`src/rtl/stream_find_replace_defines.svh`:
```
// Assertion macros shared by the stream find/replace RTL.
// Included by the top level only; no other dependencies.
`ifndef STREAM_FIND_REPLACE_DEFINES_SVH
`define STREAM_FIND_REPLACE_DEFINES_SVH

// same-cycle implication, disabled in reset
`define SFR_ASSERT_NOW(label, ante, cons, msg) \
    label: assert property (@(posedge clk) disable iff (!rst_n) (ante) |-> (cons)) \
        else $error(msg);

// next-cycle implication, disabled in reset
`define SFR_ASSERT_NEXT(label, ante, cons, msg) \
    label: assert property (@(posedge clk) disable iff (!rst_n) (ante) |=> (cons)) \
        else $error(msg);

`endif

```
`src/rtl/sfr_pkg.sv`:
```
// Types, codes and helpers for the stream find/replace block.
// No dependencies; imported by sfr_match and stream_find_replace.
package sfr_pkg;

    localparam int BYTE_W  = 8;
    localparam int STR_MAX = 16;

    typedef enum logic [2:0]
    {
        ST_IDLE = 3'b001,
        ST_SCAN = 3'b010,
        ST_REPL = 3'b100
    } state_t;

    typedef enum logic [2:0]
    {
        REG_PAT_LEN = 3'd0,
        REG_PAT_LO  = 3'd1,
        REG_PAT_HI  = 3'd2,
        REG_REP_LEN = 3'd3,
        REG_REP_LO  = 3'd4,
        REG_REP_HI  = 3'd5
    } reg_index_t;

    typedef struct packed
    {
        logic full;
        logic partial;
    } match_t;

    function automatic logic [BYTE_W-1:0] byte_at(
        input logic [STR_MAX*BYTE_W-1:0] vec,
        input logic [3:0]                idx
    );
        byte_at = vec[BYTE_W*idx +: BYTE_W];
    endfunction

endpackage

```
`src/rtl/stream_find_replace.sv`:
```
// Top level of the stream find/replace block: config registers, held-byte
// shift line, sequencer and output register. Depends on sfr_pkg, sfr_match
// and stream_find_replace_defines.svh.
//
// Text bytes enter one per beat; every occurrence of the pattern is replaced.
// s_tready is high only while the sequencer is idle. After a byte is taken,
// the sequencer steps through each candidate match start, sending the byte
// released by a mismatch at that step, and then through each replacement
// byte. A byte held as a partial match returns it to idle without sending;
// a full match with an empty replacement sends nothing. A stalled master
// side holds the sequencer. A bare end marker beat (tuser low) ends the
// text when no byte is left to send.
`include "stream_find_replace_defines.svh"

module stream_find_replace #(
    parameter int MAX_PATTERN     = 16,
    parameter int MAX_REPLACEMENT = 16
) (
    input  logic        clk,
    input  logic        rst_n,
    input  logic        s_tvalid,
    output logic        s_tready,
    input  logic [7:0]  s_tdata,   // [7:0] text_byte
    input  logic        s_tlast,   // end_of_text
    output logic        m_tvalid,
    input  logic        m_tready,
    output logic [7:0]  m_tdata,   // [7:0] result_byte
    output logic        m_tuser,   // byte_present
    output logic        m_tlast,   // final_result
    input  logic        cfg_we,
    input  logic [2:0]  cfg_addr,
    input  logic [63:0] cfg_data
);
    import sfr_pkg::*;

    localparam int CW = $clog2(MAX_PATTERN+1);
    localparam int RW = (MAX_REPLACEMENT < 1) ? 1 : $clog2(MAX_REPLACEMENT+1);

    logic [4:0]  pat_len_reg;
    logic [63:0] pat_lo_reg;
    logic [63:0] pat_hi_reg;
    logic [4:0]  rep_len_reg;
    logic [63:0] rep_lo_reg;
    logic [63:0] rep_hi_reg;

    state_t                     state_reg, state_next;
    logic [CW-1:0]              count_reg, count_next;
    logic [RW-1:0]              rep_idx_reg, rep_idx_next;
    logic                       last_reg;
    logic [MAX_PATTERN-1:0][7:0] held_reg;

    logic       out_valid_reg;
    logic [7:0] out_data_reg;
    logic       out_present_reg;
    logic       out_final_reg;

    logic [CW-1:0] p_sat;
    logic [RW-1:0] r_sat;
    match_t        cmp;
    logic          accept;
    logic          can_emit;
    logic          emit;
    logic [7:0]    emit_byte;
    logic          emit_present;
    logic          emit_final;
    logic          shift;
    logic          cfg_hit;

    assign p_sat = (pat_len_reg > 5'(MAX_PATTERN)) ? CW'(MAX_PATTERN) : pat_len_reg[CW-1:0];
    assign r_sat = (rep_len_reg > 5'(MAX_REPLACEMENT)) ? RW'(MAX_REPLACEMENT)
                                                       : rep_len_reg[RW-1:0];

    assign s_tready = (state_reg == ST_IDLE);
    assign accept   = s_tvalid && s_tready;
    assign can_emit = !out_valid_reg || m_tready;

    assign m_tvalid = out_valid_reg;
    assign m_tdata  = out_data_reg;
    assign m_tuser  = out_present_reg;
    assign m_tlast  = out_final_reg;

    sfr_match #(
        .MAX_PATTERN(MAX_PATTERN)
    ) u_match (
        .held    (held_reg),
        .count   (count_reg),
        .plen    (p_sat),
        .pattern ({pat_hi_reg, pat_lo_reg}),
        .result  (cmp)
    );

    always_comb
    begin
        cfg_hit = 1'b0;
        if (cfg_we)
        begin
            unique case (cfg_addr)
                REG_PAT_LEN, REG_PAT_LO, REG_PAT_HI,
                REG_REP_LEN, REG_REP_LO, REG_REP_HI: cfg_hit = 1'b1;
                default:                             cfg_hit = 1'b0;
            endcase
        end
    end

    always_comb
    begin
        state_next   = state_reg;
        count_next   = count_reg;
        rep_idx_next = rep_idx_reg;
        emit         = 1'b0;
        emit_byte    = held_reg[0];
        emit_present = 1'b1;
        emit_final   = 1'b0;
        shift        = 1'b0;
        unique case (state_reg)
            ST_IDLE:
            begin
                if (accept)
                begin
                    count_next = count_reg + CW'(1);
                    state_next = ST_SCAN;
                end
            end
            ST_SCAN:
            begin
                if (count_reg == '0)
                begin
                    if (!last_reg)
                    begin
                        state_next = ST_IDLE;
                    end
                    else if (can_emit)
                    begin
                        emit         = 1'b1;
                        emit_byte    = '0;
                        emit_present = 1'b0;
                        emit_final   = 1'b1;
                        state_next   = ST_IDLE;
                    end
                end
                else if (cmp.full)
                begin
                    count_next   = '0;
                    rep_idx_next = '0;
                    state_next   = (r_sat == '0) ? ST_SCAN : ST_REPL;
                end
                else if (cmp.partial && !last_reg)
                begin
                    state_next = ST_IDLE;
                end
                else if (can_emit)
                begin
                    emit       = 1'b1;
                    emit_final = last_reg && (count_reg == CW'(1));
                    shift      = 1'b1;
                    count_next = count_reg - CW'(1);
                    state_next = emit_final ? ST_IDLE : ST_SCAN;
                end
            end
            ST_REPL:
            begin
                if (can_emit)
                begin
                    emit         = 1'b1;
                    emit_byte    = byte_at({rep_hi_reg, rep_lo_reg}, 4'(rep_idx_reg));
                    emit_final   = last_reg && (rep_idx_reg == r_sat - RW'(1));
                    rep_idx_next = rep_idx_reg + RW'(1);
                    if (rep_idx_reg == r_sat - RW'(1))
                    begin
                        state_next = ST_IDLE;
                    end
                end
            end
            default:
            begin
                state_next = ST_IDLE;
            end
        endcase
        if (cfg_hit)
        begin
            count_next = '0;
        end
    end

    always_ff @(posedge clk or negedge rst_n)
    begin
        if (!rst_n)
        begin
            pat_len_reg <= '0;
            pat_lo_reg  <= '0;
            pat_hi_reg  <= '0;
            rep_len_reg <= '0;
            rep_lo_reg  <= '0;
            rep_hi_reg  <= '0;
        end
        else if (cfg_we)
        begin
            unique case (cfg_addr)
                REG_PAT_LEN: pat_len_reg <= cfg_data[4:0];
                REG_PAT_LO:  pat_lo_reg  <= cfg_data;
                REG_PAT_HI:  pat_hi_reg  <= cfg_data;
                REG_REP_LEN: rep_len_reg <= cfg_data[4:0];
                REG_REP_LO:  rep_lo_reg  <= cfg_data;
                REG_REP_HI:  rep_hi_reg  <= cfg_data;
                default:     ;
            endcase
        end
    end

    always_ff @(posedge clk or negedge rst_n)
    begin
        if (!rst_n)
        begin
            state_reg     <= ST_IDLE;
            count_reg     <= '0;
            rep_idx_reg   <= '0;
            last_reg      <= 1'b0;
            out_valid_reg <= 1'b0;
        end
        else
        begin
            state_reg   <= state_next;
            count_reg   <= count_next;
            rep_idx_reg <= rep_idx_next;
            if (accept)
            begin
                last_reg <= s_tlast;
            end
            if (emit)
            begin
                out_valid_reg <= 1'b1;
            end
            else if (m_tready)
            begin
                out_valid_reg <= 1'b0;
            end
        end
    end

    always_ff @(posedge clk)
    begin
        if (emit)
        begin
            out_data_reg    <= emit_byte;
            out_present_reg <= emit_present;
            out_final_reg   <= emit_final;
        end
        for (int i = 0; i < MAX_PATTERN; i++)
        begin
            if (accept && (count_reg == CW'(i)))
            begin
                held_reg[i] <= s_tdata;
            end
            else if (shift && (i < MAX_PATTERN - 1))
            begin
                held_reg[i] <= held_reg[(i < MAX_PATTERN - 1) ? i + 1 : i];
            end
        end
    end

    `SFR_ASSERT_NOW(a_idle_hold_short, state_reg == ST_IDLE, (count_reg == '0) || (count_reg < p_sat), "held run not shorter than pattern while idle")
    `SFR_ASSERT_NOW(a_repl_in_range, state_reg == ST_REPL, rep_idx_reg < r_sat, "replacement index out of range")
    `SFR_ASSERT_NOW(a_bare_is_final, m_tvalid && !m_tuser, m_tlast, "bare end marker beat without final flag")
    `SFR_ASSERT_NEXT(a_accept_scans, accept && !cfg_we, state_reg == ST_SCAN, "accepted byte not scanned")

endmodule

```
`src/rtl/sfr_match.sv`:
```
// Parallel byte compare of the held run against the pattern prefix.
// Depends on sfr_pkg.
module sfr_match #(
    parameter int MAX_PATTERN = 16
) (
    input  logic [MAX_PATTERN-1:0][7:0]           held,
    input  logic [$clog2(MAX_PATTERN+1)-1:0]      count,
    input  logic [$clog2(MAX_PATTERN+1)-1:0]      plen,
    input  logic [sfr_pkg::STR_MAX*8-1:0]         pattern,
    output sfr_pkg::match_t                       result
);
    import sfr_pkg::*;

    localparam int CW = $clog2(MAX_PATTERN+1);

    logic all_eq;

    always_comb
    begin
        all_eq = 1'b1;
        for (int i = 0; i < MAX_PATTERN; i++)
        begin
            if ((CW'(i) < count) && (CW'(i) < plen) &&
                (held[i] != byte_at(pattern, 4'(i))))
            begin
                all_eq = 1'b0;
            end
        end
        result.full    = (plen != '0) && (count >= plen) && all_eq;
        result.partial = (plen != '0) && (count <  plen) && all_eq;
    end

endmodule
```
`config.mk`:
```
export PLATFORM = sky130hd
export DESIGN_NAME = stream_find_replace
export DESIGN_NICKNAME = d
export VERILOG_FILES = /design/src/rtl/sfr_pkg.sv /design/src/rtl/stream_find_replace.sv /design/src/rtl/sfr_match.sv
export VERILOG_INCLUDE_DIRS = /design/src /design/src/rtl
export SDC_FILE = /design/constraint.sdc
export NUM_CORES = 1
export LEC_CHECK = 0
export BUFFER_PORTS_ARGS = -buffer_cell sky130_fd_sc_hd__buf_2
export CAP_MARGIN = 30
export CORE_ASPECT_RATIO = 0.6
export CORE_MARGIN = 4
export CORE_UTILIZATION = 60
export CTS_BUF_LIST = sky130_fd_sc_hd__clkbuf_16
export DETAILED_ROUTE_END_ITERATION = 10
export PLACE_DENSITY = 0.78
export SLEW_MARGIN = 0
export SYNTH_ARGS = -nofsm -noshare
export SYNTH_HDL_FRONTEND = slang
export SYNTH_SLANG_ARGS = --single-unit
```
`constraint.sdc`:
```
create_clock -name clk -period 6 [get_ports clk]
set_input_delay 0.6 -clock clk [delete_from_list [all_inputs] [get_ports clk]]
set_output_delay 0.6 -clock clk [all_outputs]
set_load 0.05 [all_outputs]
```
==> results.md, run 1 <==
* H-tree depth at 2
* FF-to-FF Start: count_reg[3]$_DFFE_PN0P_
* Clock buffer depth at 3
* Setup_tns at 0 ps
* I/O pin count at 93
* Resized cells post-CTS at 0
* CP Launch Point: count_reg[3]$_DFFE_PN0P_
* Share of layout cells above drive strength 1 at 0.411
* CP Launch Type: flip-flop
* Die Height at between 100 and 150 um
* Total power at ~8.9 mW
* Top_reg_cell synth: dfrtp_1
* Reg2Reg Setup Slack at around 1700 ps
* Post-Layout Inst Area at ~22,000 um^2
* Routed vias at approximately 12,000
* Gp weighted congestion at 0.957
* Tot GR Track Use at 0.313
* CTS Hold Bufs at 0
* Clk_skew at 19.0 ps
* Post-synth EDFFs at between 100 and 150
* Final WL at 55,900 um
* Count of cell types in the netlist at 65
* Core area at about 32,000 um^2
* Reg2reg end: m_tdata[3]$_DFFE_PP_
* Async S/R FF share, synth at 0.671
* Sequential area share after synthesis at 0.567
* Routed vias/inst at roughly 6.5
* Synth Instances at 1,357
* Fin crit period at between 4000 and 5000 ps
* Worst vdd ir at between 150 and 200 uV
* Max reg flops at around 130
* #FFs+latches synth at between 400 and 500
* Slew Limit Fails at 0
* Synth warn at 0
* CTS clock-pin slew for the worst setup and hold paths at roughly 70 ps
* Power density cells at approximately 410 nW/um^2
* CTS buffer count at 39
* Vias in the first global route at about 12,000
* Synthesized Nets at 1,452
* Clk root buf: clkbuf_16
* Crit path max fanout at 25
* Tcrit/Tclk final at 0.715
* Worst reg-to-reg path cell count at 9
* RSZ-0062 raised after global routing: false
* Crit. End Element: flip-flop
* Die ar. at between 30,000 and 40,000 um^2
* CP Data Arrival Time at between 4000 and 5000 ps
* Worst hold path class: input pin to async pin
* DR DRC count at 0
* Fin util at 0.674
* Mapped Area at 19,700 um^2
* Clock latency on the worst-skew pair at between 500 and 600 ps
* Max Fclk at 233 MHz
* Final setup viols at 0
* Starting DRT DRC Count at 1,520
* Maxcap violations at 0
* Placed Instance Area at 20,600 um^2
* Synthesized area per cell at 14.5 um^2
* Initial DRT Pass Iterations at 5
* Status: completed
* Worst setup path class: flip-flop to flip-flop
* Pleak at about 8.6 nW
* CTS Sinks at ~420
* # nets final at approximately 1,500
* Initial antenna violation count at 7
* CTS tree: done
* Chip width at 242 um
* DRT antenna net count at 0
* Slew HR at 0.287
* Largest net degree at the start of global routing at approximately 150
* Worst Path Required at 6130 ps
* # port buffers at between 90 and 100
* Final Hold Viols at 0
* Row count at around 50
* Setup Buffers After CTS at 0
* Starting Density at 0.608
* Routed wire length per instance at a little under 30 um
* Grt ovf at 0
* HPWL after DPL at around 40,000 um
* Layout area overhead at 10.8%
* Worst Tran Pin Value at around 1100 ps
* First-pass GRT wire length at between 80,000 and 90,000 um
## power breakdown
part	leakage (nW)	internal [mW]	total [mW]	switching, mW
registers	4.64	3.66	4.23	0.564
clock network	0.636	1.38	2.48	1.10
logic	3.29	1.06	2.19	1.12
total	8.56	6.10	8.89	2.79
## per-layer routing
layer / track usage / vias to the layer above / share of wire / routed length (um)
met2: 0.422 / 619 / 0.40 / 22500
li1: - / 5185 / - / -
met5: 0 / - / 0.00079 / 44
met1: 0.480 / 6361 / 0.45 / 25000
met4: 0.0647 / 6 / 0.019 / 1040
met3: 0.125 / 89 / 0.13 / 7320
## worst max-delay path, stage by stage, from the launching register on
cell	delay [ps]
dfrtp_1	930
nor4b_2	410
or3_1	180
a211o_1	100
o21a_1	110
or4b_4	520
or3_1	470
nand3_1	500
buf_8	240
nand3_1	400
## cells by family (layout without fill, tap and decap cells)
group | Yosys count | in the layout | share of synthesized area
AO/OA/AOI/OAI | 77 | 77 | 0.0265
XOR/XNOR | 136 | 136 | 0.0604
adder cells (fa/ha/maj) | 14 | 14 | 0.00888
buffers and inverters | 72 | 181 | 0.0142
flip-flops | 419 | 419 | 0.567
multiplexers | 426 | 426 | 0.266
other | 0 | 1 | 0
AND/OR/NAND/NOR | 213 | 213 | 0.0570
## worst max path at each step
stage                              endpoint  slack (ps)
CTS                    m_tdata[3]$_DFFE_PP_        1790
floorplan            held_reg[88]$_DFFE_PP_        2950
global placement    held_reg[106]$_DFFE_PP_        1560
detailed placement     m_tdata[6]$_DFFE_PP_        1830
global route           m_tdata[3]$_DFFE_PP_        1480
finish                 m_tdata[3]$_DFFE_PP_        1710
## cells in the mapped netlist, drive strengths merged (4+ instances only)
cell	instances	area [um^2]
o21ai	25	125
ha	14	175
or3	4	30.0
and3	6	37.5
nor4	13	81.3
xor2	44	385
a21oi	12	60.1
buf	9	43.8
clkbuf	58	218
nor2	27	101
inv	5	18.8
nand3	23	115
edfxtp	138	4140
xnor2	92	806
nand2b	10	62.6
o22ai	5	31.3
mux4	40	901
dfrtp	280	7010
a211oi	5	42.5
nand2	65	244
nand4	27	169
mux2	385	4340
nor3	13	87.6
a31oi	4	25.0
nor2b	6	37.5
## through the flow
stage          setup slack [ps]  hold WS (ps)  instances
4_1_cts                    1790          31.1       1890
3_3_place_gp               1560           482       1816
5_1_grt                    1480          51.8       1890
6_report                   1710          10.8       1891
2_1_floorplan              2950           304       1357
3_5_place_dp               1830           487       1819
## placed cells by master, fill, tap and decap left out, drive strengths merged, types with 14 or more instances in the layout
| cell type | instances |
|---|---|
| xor2 | 44 |
| xnor2 | 92 |
| nand4 | 27 |
| edfxtp | 138 |
| ha | 14 |
| o21ai | 25 |
| nand2 | 65 |
| buf | 105 |
| nor2 | 27 |
| mux4 | 40 |
| nand3 | 23 |
| clkbuf | 43 |
| mux2 | 385 |
| clkinv | 19 |
| dfrtp | 280 |
## layout make-up
cell class	count	area, um^2
well taps	424	531
clock buffers	43	1080
flip-flops and latches	419	11200
fillers	2261	10600
multi-input cells	866	8280
clock inverters	28	184
inverters	5	18.8
diodes	1	2.50
repair buffers	105	583
Note: power is estimated with default switching activity, not from simulation.
==> run 2: changes to the inputs <==
Settings changed: CORE_UTILIZATION 60 to 56, PLACE_DENSITY 0.78 to 0.77.
Clock period 6 ns to 3.85 ns, I/O delays scaled along.
==> run 2 against run 1 <==
Combinational power grew 65%. Largest cell class unchanged. Clock skew shrank 1.5 ps. Critical path depth grew 2. Non-clock buffer count grew 25. Maximum frequency grew 20%. Critical path type unchanged.
==> results.md, run 2 (same netlist as run 1, synthesis figures left out) <==
* Hold WS at 89.2 ps
* Reg2reg end: m_tlast$_DFFE_PP_
* Worst-case hold path end point: last_reg$_DFFE_PN0P_
* RSZ-0062 raised after global routing: false
* Worst Path Required at 4000 ps
* Slew HR at 0.328
* # nets final at roughly 1,600
* Final WL at 57,700 um
* H-tree depth at 2
* Fin util at 0.645
* # port buffers at 92
* Starting DRT DRC Count at roughly 1,400
* Die Height at about 150 um
* Grt ovf at 0
* Power density cells at about 630 nW/um^2
* Critical-path cell list: inv_1 -> ha_1 -> o21bai_1 -> a21oi_1 -> o21ai_0 -> nand4_1 -> or4b_4 -> or3_1 -> nand3_1 -> buf_4 -> nand3_1
* CP Data Arrival Time at between 3000 and 4000 ps
* DRT antenna net count at 0
* Routed vias at around 12,000
* CTS tree: done
* Reg2Reg Setup Slack at approximately 280 ps
* First-pass GRT wire length at between 80,000 and 90,000 um
* Pleak at approximately 8.7 nW
* DR DRC count at 0
* Max Fclk at 280 MHz
* Sequential cell area at about 11,000 um^2
* CP max-delay cell: or4b_4
* Worst setup path class: flip-flop to flip-flop
* Status: completed
* Largest net degree at the start of global routing at ~90
* Final setup viols at 0
* Most frequent cells in the layout: 385 x mux2_2, 279 x dfrtp_1, 138 x edfxtp_1, 92 x xnor2_1, 92 x buf_2
* HPWL after DPL at 41,400 um
* CTS clock-pin slew for the worst setup and hold paths at around 70 ps
* Crit. End Element: flip-flop
* Worst reg-to-reg path cell count at 11
* Multi-input gate area at approximately 8300 um^2
* Die ar. at roughly 38,000 um^2
* Fill cells at 2,561
* Worst Tran Pin Value at between 1000 and 1500 ps
* Most common cell after layout, fill and taps aside: mux2_2
* Share of layout cells above drive strength 1 at 0.417
* Tot GR Track Use at 0.298
* Crit path max fanout at 10
* Clk_skew at around 17 ps
* Resized cells post-CTS at 0
* Routed vias/inst at around 6.4
* Delay-heaviest family, CP: simple AND/OR/NAND/NOR gates
* Row count at 52
* Final Hold Viols at 0
* I/O pin count at slightly above 90
* Routed wire length per instance at 29.6 um
* Initial DRT Pass Iterations at 7
* Most Frequent Cell on Critical Path: nand3_1
* Tcrit/Tclk final at 0.926
* Clk root buf: clkbuf_16
* CP peak stage delay at ~570 ps
* Fin crit period at approximately 3600 ps
* Gp weighted congestion at roughly 1.0
* Layout area overhead at 11.9%
* FF-to-FF Start: count_reg[1]$_DFFE_PN0P_
* Max reg flops at between 100 and 150
* Starting Density at 0.576
* Initial antenna violation count at 5
* Clock buffer depth at 3
* Total power at between 10 and 15 mW
* CP Launch Type: flip-flop
* CP Buf/Inv Count at 2
* Vias in the first global route at 12,310
* Worst hold path class: input pin to flip-flop
* Maxcap violations at 0
* CTS buffer count at 39
* Slew Limit Fails at 0
* Hold Path Origin: s_tlast
* Worst vdd ir at 590 uV
* Clock latency on the worst-skew pair at roughly 550 ps
* Setup_tns at 0 ps
* Core area at 34,200 um^2
* Chip width at 250 um
* CTS Sinks at between 400 and 500
* Worst hold path cell count at 3
-- run 2: changes by cell type in the layout (fill, tap and decap cells not counted) --
cell           before  now
buf_2              93   92
buf_4               9   32
buf_12              1    4
inv_6               0    2
clkinv_1           10    8
inv_1              10   16
clkinv_4            2    0
clkbuf_16          43   40
buf_8               2    1
clkinv_2            7    6
clkinv_8            0    1
clkinvlp_4          2    1
dlygate4sd3_1       0    1
-- run 2: how the worst max path moves through the flow --
stage | start | end | slack (ps) | cells past startpoint
finish | count_reg[1]$_DFFE_PN0P_ | m_tlast$_DFFE_PP_ | 280 | 11
CTS | count_reg[2]$_DFFE_PN0P_ | m_tlast$_DFFE_PP_ | 370 | 10
detailed placement | pat_len_reg[4]$_DFFE_PN0P_ | m_tdata[3]$_DFFE_PP_ | 390 | 10
floorplan | count_reg[1]$_DFFE_PN0P_ | held_reg[88]$_DFFE_PP_ | 800 | 12
global placement | count_reg[2]$_DFFE_PN0P_ | held_reg[109]$_DFFE_PP_ | 410 | 10
global route | count_reg[2]$_DFFE_PN0P_ | m_tdata[1]$_DFFE_PP_ | 130 | 10
-- run 2: power breakdown --
part | switching, mW | internal (mW) | leakage (nW) | total (mW)
Combinational | 1.88 | 1.74 | 3.42 | 3.62
Sequential | 0.828 | 5.71 | 4.64 | 6.54
Clock | 1.71 | 2.03 | 0.632 | 3.74
Total | 4.42 | 9.48 | 8.69 | 13.9
-- run 2: per-stage QoR --
step / cells / setup slack [ps] / area [um^2]
CTS: 1950 / 371 / 22100
finish: 1951 / 283 / 22100
floorplan: 1357 / 799 / 19700
global route: 1950 / 133 / 22100
global placement: 1877 / 406 / 20800
detailed placement: 1878 / 388 / 20800
-- run 2: layer usage --
layer | global-route usage | wire length, um | up-vias
li1 | - | - | 5237
met1 | 0.450 | 25000 | 6433
met2 | 0.378 | 22500 | 662
met3 | 0.149 | 8500 | 106
met4 | 0.0784 | 1550 | 6
met5 | 0 | 42 | -
-- run 2: what timing repair did --
item / in CTS / in global routing
buffers inserted: 0 / 0
hold endpoints to repair: 83 / 0
hold buffers: 1 / 0
-- run 2: tightest hold or removal path, stage by stage --
cell and delay [ps]:
buf_2 110, nand2_1 50, nand2_1 50
-- run 2: final cells by class --
type                            count  share of cell area
Multi-Input combinational cell    866               0.375
Tap cell                          459              0.0260
Sequential cell                   419               0.507
Inverter                            5            0.000851
Timing Repair Buffer              130              0.0365
Clock buffer                       40              0.0454
Antenna cell                        1            0.000113
Clock inverter                     31             0.00919
==> run 3: changes to the inputs <==
Settings changed: ABC_AREA set to 1.
==> run 3 against run 2 <==
Core utilization down 1.9 points. Count of clock-buffer cells in the layout unchanged. Sequential share of layout area up 0.37 points. Final cell count up 44%. Routed wire length up 4.6%. Die area up 0.73%. Cell area down 0.72%. Sequential power up 4.7%. Largest power group unchanged.
==> results.md, run 3 <==
* Maxcap violations at 0
* Clock latency on the worst-skew pair at around 560 ps
* Cell Count, Final, Fillers Out at about 2,800
* Hold WS at between 15 and 20 ps
* HPWL after DPL at 43,500 um
* # port buffers at 92
* I/O pin count at between 90 and 100
* Routed vias/inst at 5.88
* Pleak at just over 10 nW
* H-tree depth at 2
* Resized cells post-CTS at 0
* Clock buffer depth at 3
* CTS buffer count at 39
* Final WL at 60,300 um
* Worst-case hold path end point: held_reg[123]$_DFFE_PP_
* Worst vdd ir at between 300 and 400 uV
* Synth Instances at 2,257
* Grt ovf at 0
* Post-synth EDFFs at approximately 140
* DR DRC count at 0
* Most frequent cells in the layout: 679 x nand2_1, 430 x o21ai_0, 278 x dfrtp_1, 181 x inv_1, 152 x nor2_1
* Adder-cell share of the synthesized area at 0.00882
* Die Height at 154 um
* Inst Count DP at 2,729
* Initial antenna violation count at 5
* Core area at roughly 35,000 um^2
* Die ar. at 38,700 um^2
* ANT cells at 0
* Tot GR Track Use at 0.311
* Synth warn at 0
* Top post-synthesis cells by count: 682 x nand2_1, 430 x o21ai_0, 280 x dfrtp_1, 168 x inv_1, 152 x nor2_1
* Worst Path Required at around 4100 ps
* Most common cell after layout, fill and taps aside: nand2_1
* CTS clock-pin slew for the worst setup and hold paths at about 70 ps
* Layout area overhead at 10.2%
* Power density cells at about 700 nW/um^2
* Worst hold path cell count at 1
* Simple-gate area share of the yosys netlist at 0.184
* Chip width at around 250 um
* FF-to-FF Start: pat_len_reg[4]$_DFFE_PN0P_
* Routed wire length per instance at approximately 22 um
* Reg2reg end: m_tuser$_SDFFCE_PN1P_
* CTS Sinks at between 400 and 500
* Synth Area in XOR/XNOR at 0.0498
* Crit path max fanout at 17
* Mux share of post-synthesis cell area at 0.00605
* #FFs+latches synth at 419
* Placed Instance Area at 20,700 um^2
* Crit. End Element: flip-flop
* Initial DRT Pass Iterations at 6
* Slew HR at 0.325
* Worst setup path class: flip-flop to flip-flop
* Reg2Reg Setup Slack at between 400 and 500 ps
* CP Data Arrival Time at ~3600 ps
* # nets final at about 2,400
* Count of cell types in the netlist at 40
* Mapped Area at between 15,000 and 20,000 um^2
* Clk root buf: clkbuf_16
* Post-synth top area share at 0.353
* CP Launch Type: flip-flop
* Max reg flops at between 100 and 150
* Post-Layout Inst Area at approximately 22,000 um^2
* Top_reg_cell synth: dfrtp_1
* Top-count cell post-synth: nand2_1
* Vias in the first global route at approximately 15,000
* Starting Density at 0.567
* Starting DRT DRC Count at around 2,400
* Setup_tns at 0 ps
* RSZ-0062 raised after global routing: false
* Row count at 53
* Fin crit period at 3350 ps
* Synth Area in Compound Gates at 0.134
* Worst Tran Pin Value at roughly 1000 ps
* First-pass GRT wire length at 91,500 um
* Largest cells by area after synthesis: dfrtp_1 35%, edfxtp_1 21%, nand2_1 13%
* Setup slack at placement at 497 ps
* Async S/R FF share, synth at 0.671
* Setup WS post-layout at ~500 ps
* Worst hold path class: input pin to flip-flop
* Synthesized area per cell at about 9 um^2
* Max Fclk at 298 MHz
* Gp weighted congestion at between 0.9 and 1
* Largest net degree at the start of global routing at between 100 and 150
* Largest family of logic cells by synthesized area: simple AND/OR/NAND/NOR gates
* Routed vias at between 15,000 and 20,000
* DRT antenna net count at 0
* Hold Path Origin: s_tdata[3]
* Status: completed
* Clk_skew at 25.1 ps
* Worst reg-to-reg path cell count at 13
* Tcrit/Tclk final at 0.870
* Share of layout cells above drive strength 1 at 0.0852
* Final setup viols at 0
* Slew Limit Fails at 0
* Final Hold Viols at 0
* Synthesized Nets at between 2,000 and 2,500
* Leading area contributor after synthesis: dfrtp_1
* CTS tree: done
* Sequential area share after synthesis at 0.563
## run 3: changes by cell type after synthesis, sizes merged, moves of 18 or more
| cell | delta |
|---|---|
| o32ai | +18 |
| xor2 | -34 |
| clkbuf | +35 |
| nand4 | -23 |
| nand3 | +31 |
| nor2 | +135 |
| nand2 | +624 |
| mux4 | -40 |
| mux2 | -385 |
| o21ai | +406 |
| inv | +170 |
## run 3: worst max path at each step
stage / startpoint / to / slack [ps]
6_report: pat_len_reg[4]$_DFFE_PN0P_ / m_tuser$_SDFFCE_PN1P_ / 500
5_1_grt: pat_len_reg[4]$_DFFE_PN0P_ / m_tdata[1]$_DFFE_PP_ / 290
4_1_cts: pat_len_reg[4]$_DFFE_PN0P_ / m_tuser$_SDFFCE_PN1P_ / 500
3_5_place_dp: pat_len_reg[4]$_DFFE_PN0P_ / m_tdata[5]$_DFFE_PP_ / 500
3_3_place_gp: pat_len_reg[4]$_DFFE_PN0P_ / m_tdata[0]$_DFFE_PP_ / 650
2_1_floorplan: pat_len_reg[4]$_DFFE_PN0P_ / m_tdata[0]$_DFFE_PP_ / 1320
## run 3: cell type report
cell class,instances,area [um^2]
well taps,467,584
multi-input cells,1556,7640
flip-flops and latches,419,11200
clock inverters,32,194
fillers,2945,13100
repair buffers,110,633
inverters,178,671
clock buffers,40,1000
## run 3: routing by layer
| metal | track usage | up-vias | routed length [um] |
|---|---|---|---|
| li1 | - | 7481 | - |
| met1 | 0.469 | 7958 | 25300 |
| met2 | 0.422 | 923 | 24400 |
| met3 | 0.119 | 119 | 9020 |
| met4 | 0.0805 | 6 | 1570 |
| met5 | 0.00124 | - | 46 |
## run 3: cells by family after synthesis
| group | after synthesis |
|---|---|
| AOI/OAI and AO/OA | 496 |
| and+or+nand+nor | 921 |
| DFF | 419 |
| buffers and inverters | 282 |
| muxes | 12 |
| adders and majority gates | 14 |
| xor gates and xnor gates | 113 |
## run 3: critical path, cell delays in order (launching register included)
cell      delay, ps
dfrtp_1         440
inv_2           130
nand2_1         120
ha_1            320
nand2_1          60
nor2_1          130
inv_1            60
nor2_1           80
nor2_1           50
o211ai_1        100
nor3_1          110
a21oi_1         230
nand3_2         550
nand2_1         610
## run 3: per-stage QoR
| stage | total power [mW] | util |
|---|---|---|
| 2_1_floorplan | 9.71 | - |
| 5_1_grt | 15.8 | 0.625 |
| 3_5_place_dp | 11.2 | 0.591 |
| 6_report | 14.9 | 0.625 |
| 3_3_place_gp | 11.0 | 0.591 |
| 4_1_cts | 14.9 | 0.625 |
## run 3: where the power goes
part           internal [mW]  total, mW  leakage, nW  switching (mW)
Sequential              5.91       6.85         4.80           0.942
Combinational           1.53       4.38         4.76            2.85
Clock                   1.97       3.72        0.631            1.74
## run 3: repair_timing
| item | in CTS | in global routing |
|---|---|---|
| setup buffers | 0 | 0 |
| hold buffers | 1 | 0 |
| endpoints found under the hold margin | 90 | 0 |
